[config.mk]
export PLATFORM = sky130hd
export DESIGN_NAME = tls_client_hello_sni_extract_unit
export DESIGN_NICKNAME = d
export VERILOG_FILES = /design/src/hdl/tcsx_pkg.sv /design/src/hdl/tcsx_parser.sv /design/src/hdl/tcsx_out_queue.sv /design/src/hdl/tls_client_hello_sni_extract_unit.sv
export SDC_FILE = /design/constraint.sdc
export NUM_CORES = 1
export LEC_CHECK = 0
export ABC_AREA = 1
export BUFFER_PORTS_ARGS = -buffer_cell sky130_fd_sc_hd__buf_2
export CAP_MARGIN = 15
export CORE_ASPECT_RATIO = 1.25
export CORE_MARGIN = 3
export CORE_UTILIZATION = 60
export DETAILED_ROUTE_END_ITERATION = 8
export GPL_TIMING_DRIVEN = 1
export PLACE_DENSITY = 0.81
export SYNTH_ARGS = -nofsm -noshare
export SYNTH_HDL_FRONTEND = slang
export SYNTH_HIERARCHICAL = 1
export SYNTH_SLANG_ARGS = --single-unit
[constraint.sdc]
create_clock -name i_clk -period 4.5 [get_ports i_clk]
set_input_delay 0.225 -clock i_clk [delete_from_list [all_inputs] [get_ports i_clk]]
set_output_delay 0.225 -clock i_clk [all_outputs]
set_load 0.05 [all_outputs]
[src/hdl/tcsx_pkg.sv]
// ----------------------------------------------------------------------------
// tcsx_pkg
// shared types and constants for the client hello server name extractor
// ----------------------------------------------------------------------------
package tcsx_pkg;

    // result queue geometry
    localparam int unsigned QUEUE_DEPTH = 4;
    localparam int unsigned QUEUE_AW    = $clog2(QUEUE_DEPTH);
    localparam int unsigned QUEUE_CW    = $clog2(QUEUE_DEPTH + 1);

    // protocol constants
    localparam logic [7:0]  REC_TYPE_HANDSHAKE = 8'd22;
    localparam logic [7:0]  HS_TYPE_HELLO      = 8'd1;
    localparam logic [15:0] REC_HDR_SKIP       = 16'd4;
    localparam logic [15:0] RANDOM_BYTES       = 16'd32;
    localparam logic [15:0] HS_FIXED_SKIP      = 16'd5 + RANDOM_BYTES;
    localparam logic [15:0] SNI_EXT_TYPE       = 16'h0000;
    localparam logic [7:0]  HOST_NAME_TYPE     = 8'd0;

    // apb register map
    localparam int unsigned APB_AW         = 3;
    localparam logic        REG_MAX_NAME   = 1'b0;
    localparam logic [7:0]  MAX_NAME_RESET = 8'd255;

    typedef enum logic [4:0] {
        PH_REC_TYPE, PH_REC_HDR, PH_HS_TYPE, PH_HS_FIXED,
        PH_SID_LEN, PH_SID_BODY, PH_CS_L1, PH_CS_L2, PH_CS_BODY,
        PH_CM_LEN, PH_CM_BODY, PH_EXTS_L1, PH_EXTS_L2,
        PH_EXT_T1, PH_EXT_T2, PH_EXT_L1, PH_EXT_L2, PH_EXT_BODY,
        PH_SNL1, PH_SNL2, PH_SN_TYPE, PH_SN_L1, PH_SN_L2, PH_NAME, PH_DONE
    } t_phase;

    typedef enum logic [2:0] {
        ST_FOUND     = 3'd0,
        ST_NOT_HS    = 3'd1,
        ST_NOT_HELLO = 3'd2,
        ST_NO_SNI    = 3'd3,
        ST_TRUNC     = 3'd4,
        ST_CUT       = 3'd5
    } t_status;

    typedef enum logic {
        KIND_NAME   = 1'b0,
        KIND_STATUS = 1'b1
    } t_kind;

    typedef struct packed {
        t_kind      kind;
        logic [7:0] name_byte;
        logic       name_last;
        t_status    status;
    } t_result;

    // up to two results per parsed byte, name byte first
    typedef struct packed {
        logic    a_valid;
        t_result a;
        logic    b_valid;
        t_result b;
    } t_push;

endpackage

[src/hdl/tcsx_parser.sv]
// ----------------------------------------------------------------------------
// tcsx_parser
// input word register and single pass client hello parse state machine
// ----------------------------------------------------------------------------
module tcsx_parser (
    input  logic            i_clk,
    input  logic            i_rst_n,
    input  logic            i_valid,
    output logic            o_ready,
    input  logic [7:0]      i_byte,
    input  logic            i_eor,
    input  logic [7:0]      i_max_len,
    input  logic            i_room,
    output tcsx_pkg::t_push o_push
);
    import tcsx_pkg::*;

    logic        r_in_valid;
    logic [7:0]  r_in_byte;
    logic        r_in_eor;

    t_phase      r_phase,     n_phase;
    logic [15:0] r_field_rem, n_field_rem;
    logic [15:0] r_ext_rem,   n_ext_rem;
    logic [15:0] r_ext_type,  n_ext_type;
    logic [7:0]  r_high,      n_high;
    logic [15:0] r_name_rem,  n_name_rem;
    logic [7:0]  r_names,     n_names;
    t_status     r_result,    n_result;

    logic        consume;
    logic        cnt_done;
    logic [15:0] cnt_next;
    logic [15:0] joined;
    logic [15:0] ext_dec;
    logic        emit;
    logic        last;
    t_status     final_st;

    assign consume = r_in_valid && i_room;
    assign o_ready = !r_in_valid || consume;

    // input word register
    always_ff @(posedge i_clk) begin
        if (!i_rst_n) begin
            r_in_valid <= 1'b0;
        end else if (o_ready) begin
            r_in_valid <= i_valid;
        end
        if (o_ready && i_valid) begin
            r_in_byte <= i_byte;
            r_in_eor  <= i_eor;
        end
    end

    always_ff @(posedge i_clk) begin
        if (!i_rst_n) begin
            r_phase     <= PH_REC_TYPE;
            r_field_rem <= '0;
            r_ext_rem   <= '0;
            r_ext_type  <= '0;
            r_high      <= '0;
            r_name_rem  <= '0;
            r_names     <= '0;
            r_result    <= ST_NO_SNI;
        end else if (consume) begin
            r_phase     <= n_phase;
            r_field_rem <= n_field_rem;
            r_ext_rem   <= n_ext_rem;
            r_ext_type  <= n_ext_type;
            r_high      <= n_high;
            r_name_rem  <= n_name_rem;
            r_names     <= n_names;
            r_result    <= n_result;
        end
    end

    assign cnt_done = (r_field_rem <= 16'd1);
    assign cnt_next = cnt_done ? 16'd0 : r_field_rem - 16'd1;
    assign joined   = {r_high, r_in_byte};
    assign ext_dec  = (r_phase >= PH_EXT_T1 && r_phase <= PH_NAME && r_ext_rem != 16'd0)
                      ? r_ext_rem - 16'd1 : r_ext_rem;
    assign emit     = (r_names < i_max_len);
    assign last     = (r_name_rem == 16'd1) || ({1'b0, r_names} + 9'd1 == {1'b0, i_max_len});

    always_comb begin
        n_phase     = r_phase;
        n_field_rem = r_field_rem;
        n_ext_rem   = ext_dec;
        n_ext_type  = r_ext_type;
        n_high      = r_high;
        n_name_rem  = r_name_rem;
        n_names     = r_names;
        n_result    = r_result;
        final_st    = ST_TRUNC;

        o_push.a_valid        = 1'b0;
        o_push.a.kind         = KIND_NAME;
        o_push.a.name_byte    = r_in_byte;
        o_push.a.name_last    = last;
        o_push.a.status       = ST_FOUND;
        o_push.b_valid        = 1'b0;
        o_push.b.kind         = KIND_STATUS;
        o_push.b.name_byte    = 8'd0;
        o_push.b.name_last    = 1'b0;
        o_push.b.status       = ST_TRUNC;

        unique case (r_phase)
            PH_REC_TYPE: begin
                if (r_in_byte == REC_TYPE_HANDSHAKE) begin
                    n_field_rem = REC_HDR_SKIP;
                    n_phase     = PH_REC_HDR;
                end else begin
                    n_result = ST_NOT_HS;
                    n_phase  = PH_DONE;
                end
            end
            PH_REC_HDR: begin
                n_field_rem = cnt_next;
                if (cnt_done) n_phase = PH_HS_TYPE;
            end
            PH_HS_TYPE: begin
                if (r_in_byte == HS_TYPE_HELLO) begin
                    n_field_rem = HS_FIXED_SKIP;
                    n_phase     = PH_HS_FIXED;
                end else begin
                    n_result = ST_NOT_HELLO;
                    n_phase  = PH_DONE;
                end
            end
            PH_HS_FIXED: begin
                n_field_rem = cnt_next;
                if (cnt_done) n_phase = PH_SID_LEN;
            end
            PH_SID_LEN: begin
                n_field_rem = {8'd0, r_in_byte};
                n_phase     = (r_in_byte != 8'd0) ? PH_SID_BODY : PH_CS_L1;
            end
            PH_SID_BODY: begin
                n_field_rem = cnt_next;
                if (cnt_done) n_phase = PH_CS_L1;
            end
            PH_CS_L1: begin
                n_high  = r_in_byte;
                n_phase = PH_CS_L2;
            end
            PH_CS_L2: begin
                n_field_rem = joined;
                n_phase     = (joined != 16'd0) ? PH_CS_BODY : PH_CM_LEN;
            end
            PH_CS_BODY: begin
                n_field_rem = cnt_next;
                if (cnt_done) n_phase = PH_CM_LEN;
            end
            PH_CM_LEN: begin
                n_field_rem = {8'd0, r_in_byte};
                n_phase     = (r_in_byte != 8'd0) ? PH_CM_BODY : PH_EXTS_L1;
            end
            PH_CM_BODY: begin
                n_field_rem = cnt_next;
                if (cnt_done) n_phase = PH_EXTS_L1;
            end
            PH_EXTS_L1: begin
                n_high  = r_in_byte;
                n_phase = PH_EXTS_L2;
            end
            PH_EXTS_L2: begin
                n_ext_rem = joined;
                if (joined == 16'd0) begin
                    n_result = ST_NO_SNI;
                    n_phase  = PH_DONE;
                end else begin
                    n_phase = PH_EXT_T1;
                end
            end
            PH_EXT_T1: begin
                n_high  = r_in_byte;
                n_phase = PH_EXT_T2;
            end
            PH_EXT_T2: begin
                n_ext_type = joined;
                n_phase    = PH_EXT_L1;
            end
            PH_EXT_L1: begin
                n_high  = r_in_byte;
                n_phase = PH_EXT_L2;
            end
            PH_EXT_L2: begin
                // empty extension, server_name or any other kind
                if (joined == 16'd0) begin
                    if (ext_dec == 16'd0) begin
                        n_result = ST_NO_SNI;
                        n_phase  = PH_DONE;
                    end else begin
                        n_phase = PH_EXT_T1;
                    end
                end else if (r_ext_type == SNI_EXT_TYPE) begin
                    n_phase = PH_SNL1;
                end else begin
                    n_field_rem = joined;
                    n_phase     = PH_EXT_BODY;
                end
            end
            PH_EXT_BODY: begin
                n_field_rem = cnt_next;
                if (cnt_done) begin
                    if (ext_dec == 16'd0) begin
                        n_result = ST_NO_SNI;
                        n_phase  = PH_DONE;
                    end else begin
                        n_phase = PH_EXT_T1;
                    end
                end
            end
            PH_SNL1: n_phase = PH_SNL2;
            PH_SNL2: n_phase = PH_SN_TYPE;
            PH_SN_TYPE: begin
                if (r_in_byte == HOST_NAME_TYPE) begin
                    n_phase = PH_SN_L1;
                end else begin
                    n_result = ST_NO_SNI;
                    n_phase  = PH_DONE;
                end
            end
            PH_SN_L1: begin
                n_high  = r_in_byte;
                n_phase = PH_SN_L2;
            end
            PH_SN_L2: begin
                n_name_rem = joined;
                n_names    = 8'd0;
                if (joined == 16'd0) begin
                    n_result = ST_FOUND;
                    n_phase  = PH_DONE;
                end else begin
                    n_result = (joined > {8'd0, i_max_len}) ? ST_CUT : ST_FOUND;
                    n_phase  = PH_NAME;
                end
            end
            PH_NAME: begin
                if (emit) begin
                    o_push.a_valid = 1'b1;
                    n_names        = r_names + 8'd1;
                end
                if (r_name_rem <= 16'd1) begin
                    n_name_rem = 16'd0;
                    n_phase    = PH_DONE;
                end else begin
                    n_name_rem = r_name_rem - 16'd1;
                end
            end
            default: n_phase = PH_DONE;
        endcase

        // end of record: settle status and start over
        if (r_in_eor) begin
            priority if (n_phase == PH_DONE)    final_st = n_result;
            else if (n_phase == PH_EXTS_L1)     final_st = ST_NO_SNI;
            else                                final_st = ST_TRUNC;
            o_push.b_valid  = 1'b1;
            o_push.b.status = final_st;
            n_phase     = PH_REC_TYPE;
            n_field_rem = '0;
            n_ext_rem   = '0;
            n_ext_type  = '0;
            n_high      = '0;
            n_name_rem  = '0;
            n_names     = '0;
            n_result    = ST_NO_SNI;
        end

        if (!consume) begin
            o_push.a_valid = 1'b0;
            o_push.b_valid = 1'b0;
        end
    end

`ifndef ASSERT_OFF
    a_eor_restarts: assert property (@(posedge i_clk) disable iff (!i_rst_n)
        consume && r_in_eor |=> r_phase == PH_REC_TYPE && r_names == 8'd0)
        else $error("parser did not restart after end of record");

    a_name_within_limit: assert property (@(posedge i_clk) disable iff (!i_rst_n)
        o_push.a_valid |-> r_phase == PH_NAME && r_names < i_max_len)
        else $error("name byte emitted past the limit");

    a_push_needs_room: assert property (@(posedge i_clk) disable iff (!i_rst_n)
        (o_push.a_valid || o_push.b_valid) |-> i_room && r_in_valid)
        else $error("result pushed without queue room");
`endif

endmodule

[src/hdl/tcsx_out_queue.sv]
// ----------------------------------------------------------------------------
// tcsx_out_queue
// small result queue, up to two writes and one read per cycle
// ----------------------------------------------------------------------------
module tcsx_out_queue (
    input  logic              i_clk,
    input  logic              i_rst_n,
    input  tcsx_pkg::t_push   i_push,
    output logic              o_room,
    output logic              o_valid,
    input  logic              i_ready,
    output tcsx_pkg::t_result o_data
);
    import tcsx_pkg::*;

    t_result               r_mem [QUEUE_DEPTH];
    logic [QUEUE_AW-1:0]   r_wptr, n_wptr;
    logic [QUEUE_AW-1:0]   r_rptr;
    logic [QUEUE_CW-1:0]   r_count, n_count;
    logic                  pop;
    logic [QUEUE_CW-1:0]   num_push;

    assign pop      = o_valid && i_ready;
    assign o_valid  = (r_count != '0);
    assign o_room   = (r_count <= QUEUE_CW'(QUEUE_DEPTH - 2));
    assign o_data   = r_mem[r_rptr];
    assign num_push = QUEUE_CW'(i_push.a_valid) + QUEUE_CW'(i_push.b_valid);
    assign n_wptr   = r_wptr + QUEUE_AW'(num_push);
    assign n_count  = r_count + num_push - QUEUE_CW'(pop);

    always_ff @(posedge i_clk) begin
        if (!i_rst_n) begin
            r_wptr  <= '0;
            r_rptr  <= '0;
            r_count <= '0;
        end else begin
            r_wptr  <= n_wptr;
            r_count <= n_count;
            if (pop) r_rptr <= r_rptr + QUEUE_AW'(1);
        end
    end

    // name byte goes in ahead of the status
    always_ff @(posedge i_clk) begin
        if (i_push.a_valid) begin
            r_mem[r_wptr] <= i_push.a;
            if (i_push.b_valid) r_mem[r_wptr + QUEUE_AW'(1)] <= i_push.b;
        end else if (i_push.b_valid) begin
            r_mem[r_wptr] <= i_push.b;
        end
    end

`ifndef ASSERT_OFF
    a_count_bound: assert property (@(posedge i_clk) disable iff (!i_rst_n)
        r_count <= QUEUE_CW'(QUEUE_DEPTH))
        else $error("result queue overflow");

    a_no_push_when_full: assert property (@(posedge i_clk) disable iff (!i_rst_n)
        !o_room |-> !i_push.a_valid && !i_push.b_valid)
        else $error("push into queue without room");

    a_drain: assert property (@(posedge i_clk) disable iff (!i_rst_n)
        pop && r_count == QUEUE_CW'(1) && num_push == '0 |=> !o_valid)
        else $error("queue count wrong after draining last word");
`endif

endmodule

[src/hdl/tls_client_hello_sni_extract_unit.sv]
// ----------------------------------------------------------------------------
// tls_client_hello_sni_extract_unit
// streams a tls record in and returns the client hello host name and a status
// ----------------------------------------------------------------------------
// One record byte enters per clock on the slave stream, tlast on the final
// byte. The parser consumes each byte from its input register, so the
// sustained rate is one byte per clock. Host name bytes leave on the
// master stream with tuser low, and at the end of every record one status
// word follows with tuser high (found, not handshake, not hello, no sni,
// truncated, name cut). A record's last byte can produce both a name byte and
// the status word; the four-word result queue absorbs that extra word, and
// the slave side stalls only when the master side holds back. An accepted
// byte passes the parser input register, then the result queue, on its way
// to the master side. max_name_length sits at APB address 0 and must be
// written only while the block is idle; the block does not enforce this.
// ----------------------------------------------------------------------------
module tls_client_hello_sni_extract_unit (
    input  logic                        i_clk,
    input  logic                        i_rst_n,
    // slave stream
    input  logic                        s_axis_tvalid,
    output logic                        s_axis_tready,
    input  logic [7:0]                  s_axis_tdata,   // [7:0] in_byte
    input  logic                        s_axis_tlast,   // end_of_record
    // master stream
    output logic                        m_axis_tvalid,
    input  logic                        m_axis_tready,
    output logic [15:0]                 m_axis_tdata,   // [7:0] name_byte, [10:8] status
    output logic                        m_axis_tlast,   // name_last
    output logic                        m_axis_tuser,   // out_kind
    // apb configuration port
    input  logic                        psel,
    input  logic                        penable,
    input  logic                        pwrite,
    input  logic [tcsx_pkg::APB_AW-1:0] paddr,
    input  logic [31:0]                 pwdata,
    output logic [31:0]                 prdata,
    output logic                        pready
);
    import tcsx_pkg::*;

    logic [7:0] r_max_len;
    logic       room;
    t_push      push;
    t_result    head;

    // configuration register, word aligned decode
    assign pready = 1'b1;

    always_ff @(posedge i_clk) begin
        if (!i_rst_n) begin
            r_max_len <= MAX_NAME_RESET;
        end else if (psel && penable && pwrite && pready && paddr[2] == REG_MAX_NAME) begin
            r_max_len <= pwdata[7:0];
        end
    end

    assign prdata = (paddr[2] == REG_MAX_NAME) ? {24'd0, r_max_len} : 32'd0;

    // byte parser
    tcsx_parser u_parser (
        .i_clk     (i_clk),
        .i_rst_n   (i_rst_n),
        .i_valid   (s_axis_tvalid),
        .o_ready   (s_axis_tready),
        .i_byte    (s_axis_tdata),
        .i_eor     (s_axis_tlast),
        .i_max_len (r_max_len),
        .i_room    (room),
        .o_push    (push)
    );

    // result queue in front of the master stream
    tcsx_out_queue u_queue (
        .i_clk   (i_clk),
        .i_rst_n (i_rst_n),
        .i_push  (push),
        .o_room  (room),
        .o_valid (m_axis_tvalid),
        .i_ready (m_axis_tready),
        .o_data  (head)
    );

    assign m_axis_tdata = {5'd0, head.status, head.name_byte};
    assign m_axis_tlast = head.name_last;
    assign m_axis_tuser = head.kind;

endmodule
==> results by group <==
STA
  • Setup Viol. Count Final: 0
  • RSZ-0062 raised after global routing: false
  • Max-slew violations: 0
  • Fmax achieved: 0.2796 GHz
  • Worst-Margin Slew: 1.042 ns
  • Period utilization: 79.49%
  • Final setup margin: 0.9229 ns
  • Setup TNS: 0 ns
  • Hold Vio Cnt, Final: 0
  • Max Clock Skew: 0.009176 ns
  • Slew margin rel.: 30.09%
  • WHS: 0.03609 ns
  • Period minus WS final: 3.577 ns

Power
  • Peak supply drop: 0.0002443 V
  • Clock power share: 31.9%
  • Switch Pwr: 1.636 mW
  • Internal cell power: 2.771 mW
  • Leak pwr: 5.301 nW
  • Comb pwr share: 28.9%
  • Switching Share: 37.12%
  • Reg power frac: 39.2%
  • PwrDens: 378.5 nW/um^2

Critical path
  • CP Capture Type: flip-flop
  • Largest stage delay, worst path: 0.50 ns
  • CP max-delay cell: dfxtp_1
  • Critical path cell sequence: inv_2 -> nor2_1 -> nand2_1 -> nor2_1 -> nand2_1 -> inv_2 -> nand2_1 -> nand3_1 -> nor2_1 -> nand3_2 -> nand3_1 -> nand2_1 -> nand2_1 -> nor2_1 -> inv_1 -> a21oi_1 -> nand2_1 -> o21ai_1
  • Max Fanout on Critical Path: 23
  • Req. time, crit path: 4.77 ns
  • WP data arrival: 3.85 ns
  • Crit Path Category: reg -> reg
  • Critical Path Start Type: flip-flop
  • Critical Path Most Common Cell: nand2_1

Placement
  • HPWL Detailed: 19800 um
  • Dpl cell area: 11000 um^2
  • Gpl congestion: 1.037
  • Placement Setup Slack: 1.060 ns
  • Port Buffers: 47

Synth
  • Most used DFF post-synth: dfxtp_1
  • XOR/XNOR share of the synthesized area: 2.350%
  • Seq/Total Area, Yosys: 36.57%
  • Yosys cell types: 51
  • Mean Syn Cell Area: 6.916 um^2
  • Cell area after synthesis: 10810 um^2
  • Synth Area in Adders: 3.542%
  • Multiplexer share of the synthesized area: 0%
  • Yosys reg bits: 167
  • Simple-Gate Fraction of Synth Area: 29.03%
  • Ys async rst share: 0%
  • Syn Inst Count: 1563
  • Compound-Gate Fraction of Synth Area: 16.98%
  • Largest family of logic cells by synthesized area: simple AND/OR/NAND/NOR gates
  • Number of enable flip-flop cells after synthesis: 61
  • Syn. warnings: 6

Worst hold path
  • Worst hold path class: in -> reg

Drt
  • Drt wl/cell: 15.44 um
  • Antenna viol nets, final: 0
  • First-pass iteration count of the detailed router: 6
  • DRT iter0 DRCs: 877
  • Vias per cell: 5.660
  • Via count: 10380
  • Residual DRC: 0
  • Final wirelength: 28300 um

Clock tree
  • H-tree levels: 4
  • Max clock buf depth: 2
  • Clk sinks: 167
  • CTS Root Cell: clkbuf_16
  • Post-CTS sizing: 0
  • Hold_buf cts: 9
  • Postcts setup bufs: 0
  • Clock Latency Late Sink: 0.43 ns
  • Worst-path clk slew: 0.07 ns
  • CTS tree: yes
  • Cts bufs inserted: 17

Die
  • Initial core utilization: 61.54%
  • Io pins: 104
  • Die area: 19670 um^2
  • Core area: 17570 um^2
  • Die Wd: 126.1 um
  • Die H: 156.1 um
  • # rows: 54

Global routing
  • Initial antenna violation count: 0
  • Total Routing Usage GR: 28.58%
  • Number of global-route vias before repair: 9634
  • Largest net degree at the start of global routing: 47
  • Global route overflow: 0
  • Global-route wire length before repair: 46010 um

Layout
  • Antenna diodes: 0
  • Share of cells above drive strength 1: 8.452%
  • Final #Nets: 1677
  • Final cell utilization of the core: 66.27%
  • Post-route cell area: 11640 um^2
  • Area Overhead vs Synth: 7.686%

Job
  • Max-cap viol count: 0

Outcome
  • Status: finished, final reports clean
## cells in the final DEF, fill, tap and decap left out, drive strengths merged, types with 4 or more instances in the layout
cell	synthesis	final
nand2	403	403
nor2	182	182
inv	162	167
a21oi	140	140
o21ai	134	134
dfxtp	106	106
nand3	90	90
edfxtp	61	61
buf	66	61
conb	4	44
o22ai	33	33
ha	29	29
nor3	25	25
clkbuf	30	20
xor2	19	19
nand4	15	15
xnor2	10	10
dlygate4sd3	0	9
nand3b	8	8
a211oi	8	8
clkinv	5	8
nor4	4	4
a31oi	4	4
o31ai	4	4
## final timing paths
check / from / to / slack, ns / cells after the start
worst max-delay path: u_parser/r_phase[2] / u_queue/r_mem[1][1] / 0.92 / 18
worst min-delay path: pwdata[2] / r_max_len[2] / 0.04 / 3
worst max register to register: u_parser/r_phase[2] / u_queue/r_mem[1][1] / 0.92 / 18
worst min register to register: u_parser/r_ext_type[5] / u_parser/r_ext_type[5] / 0.46 / 2
## stage by stage
stage | power [mW] | cells
5_1_grt | 4.628 | 1833
2_1_floorplan | 2.748 | 1603
3_3_place_gp | 2.967 | 1792
4_1_cts | 4.404 | 1833
3_5_place_dp | 3.004 | 1792
6_report | 4.406 | 1833
## kinds of logic (layout without fill, tap and decap cells)
family / after synthesis / after routing
buffers and inverters: 263 / 269
AOI/OAI and AO/OA: 340 / 340
other: 4 / 44
adders and majority gates: 30 / 30
DFF: 167 / 167
and+or+nand+nor: 730 / 730
xor gates and xnor gates: 29 / 29
## sequential cells by signal (all words and copies together), names as in the netlist, named ones only
signal and cells:
u_queue/r_mem 52, u_parser/r_ext_rem 16, u_parser/r_ext_type 16, u_parser/r_field_rem 16
u_parser/r_name_rem 16, r_max_len 8, u_parser/r_high 8, u_parser/r_in_byte 8
u_parser/r_names 8, u_parser/r_phase 5, u_parser/r_result 3, u_queue/r_count 3
u_queue/r_rptr 2, u_queue/r_wptr 2, u_parser/r_in_eor 1, u_parser/r_in_valid 1
## critical path, delay by kind of cell, from the launching register on
family / cells / cell delay [ns]
AND/OR/NAND/NOR: 13 / 1.98
buffers and inverters: 3 / 0.53
flip-flops: 1 / 0.50
AO/OA/AOI/OAI: 2 / 0.40
## synth_stat cells (7+ instances only)
library cell	n	area [um^2]
nor2_1	171	641.9
nand3_2	8	80.08
inv_1	151	566.8
buf_2	11	55.05
nor3_1	25	125.1
inv_2	11	41.29
o21ai_1	9	45.04
nand3b_1	8	60.06
xnor2_1	10	87.58
o21ai_0	125	625.6
clkbuf_1	29	108.9
nand4_1	15	93.84
ha_1	29	362.9
edfxtp_1	61	1832
buf_4	47	352.8
xor2_1	19	166.4
o22ai_1	33	206.5
nand3_1	80	400.4
dfxtp_1	106	2122
nand2_1	395	1483
a211oi_1	8	60.06
a21oi_1	139	695.7
buf_6	7	78.83
## power by group through the flow
stage	clock (mW)	combinational, mW	sequential, mW
after floorplan	0	1.02	1.73
after global placement	0	1.21	1.76
after detailed placement	0	1.25	1.76
after CTS	1.42	1.26	1.73
after global routing	1.49	1.40	1.74
final	1.41	1.27	1.73
## final cells by class
type                    instances  area (um^2)
clock inverters                12        117.6
flip-flops and latches        167         3954
inverters                     167        626.9
fillers                      1546         5926
repair buffers                 70        430.4
multi-input cells            1173         5796
well taps                     224        280.3
clock buffers                  20        436.7
## metal layers
| metal | vias up | routed length (um) | GRT usage (%) |
|---|---|---|---|
| li1 | 5167 | - | - |
| met1 | 4728 | 11240 | 33.94 |
| met4 | 0 | 1086 | 13.34 |
| met3 | 82 | 1672 | 3.356 |
| met5 | - | 0 | 0 |
| met2 | 398 | 14290 | 51.53 |
Note: power is estimated with default switching activity, not from simulation.
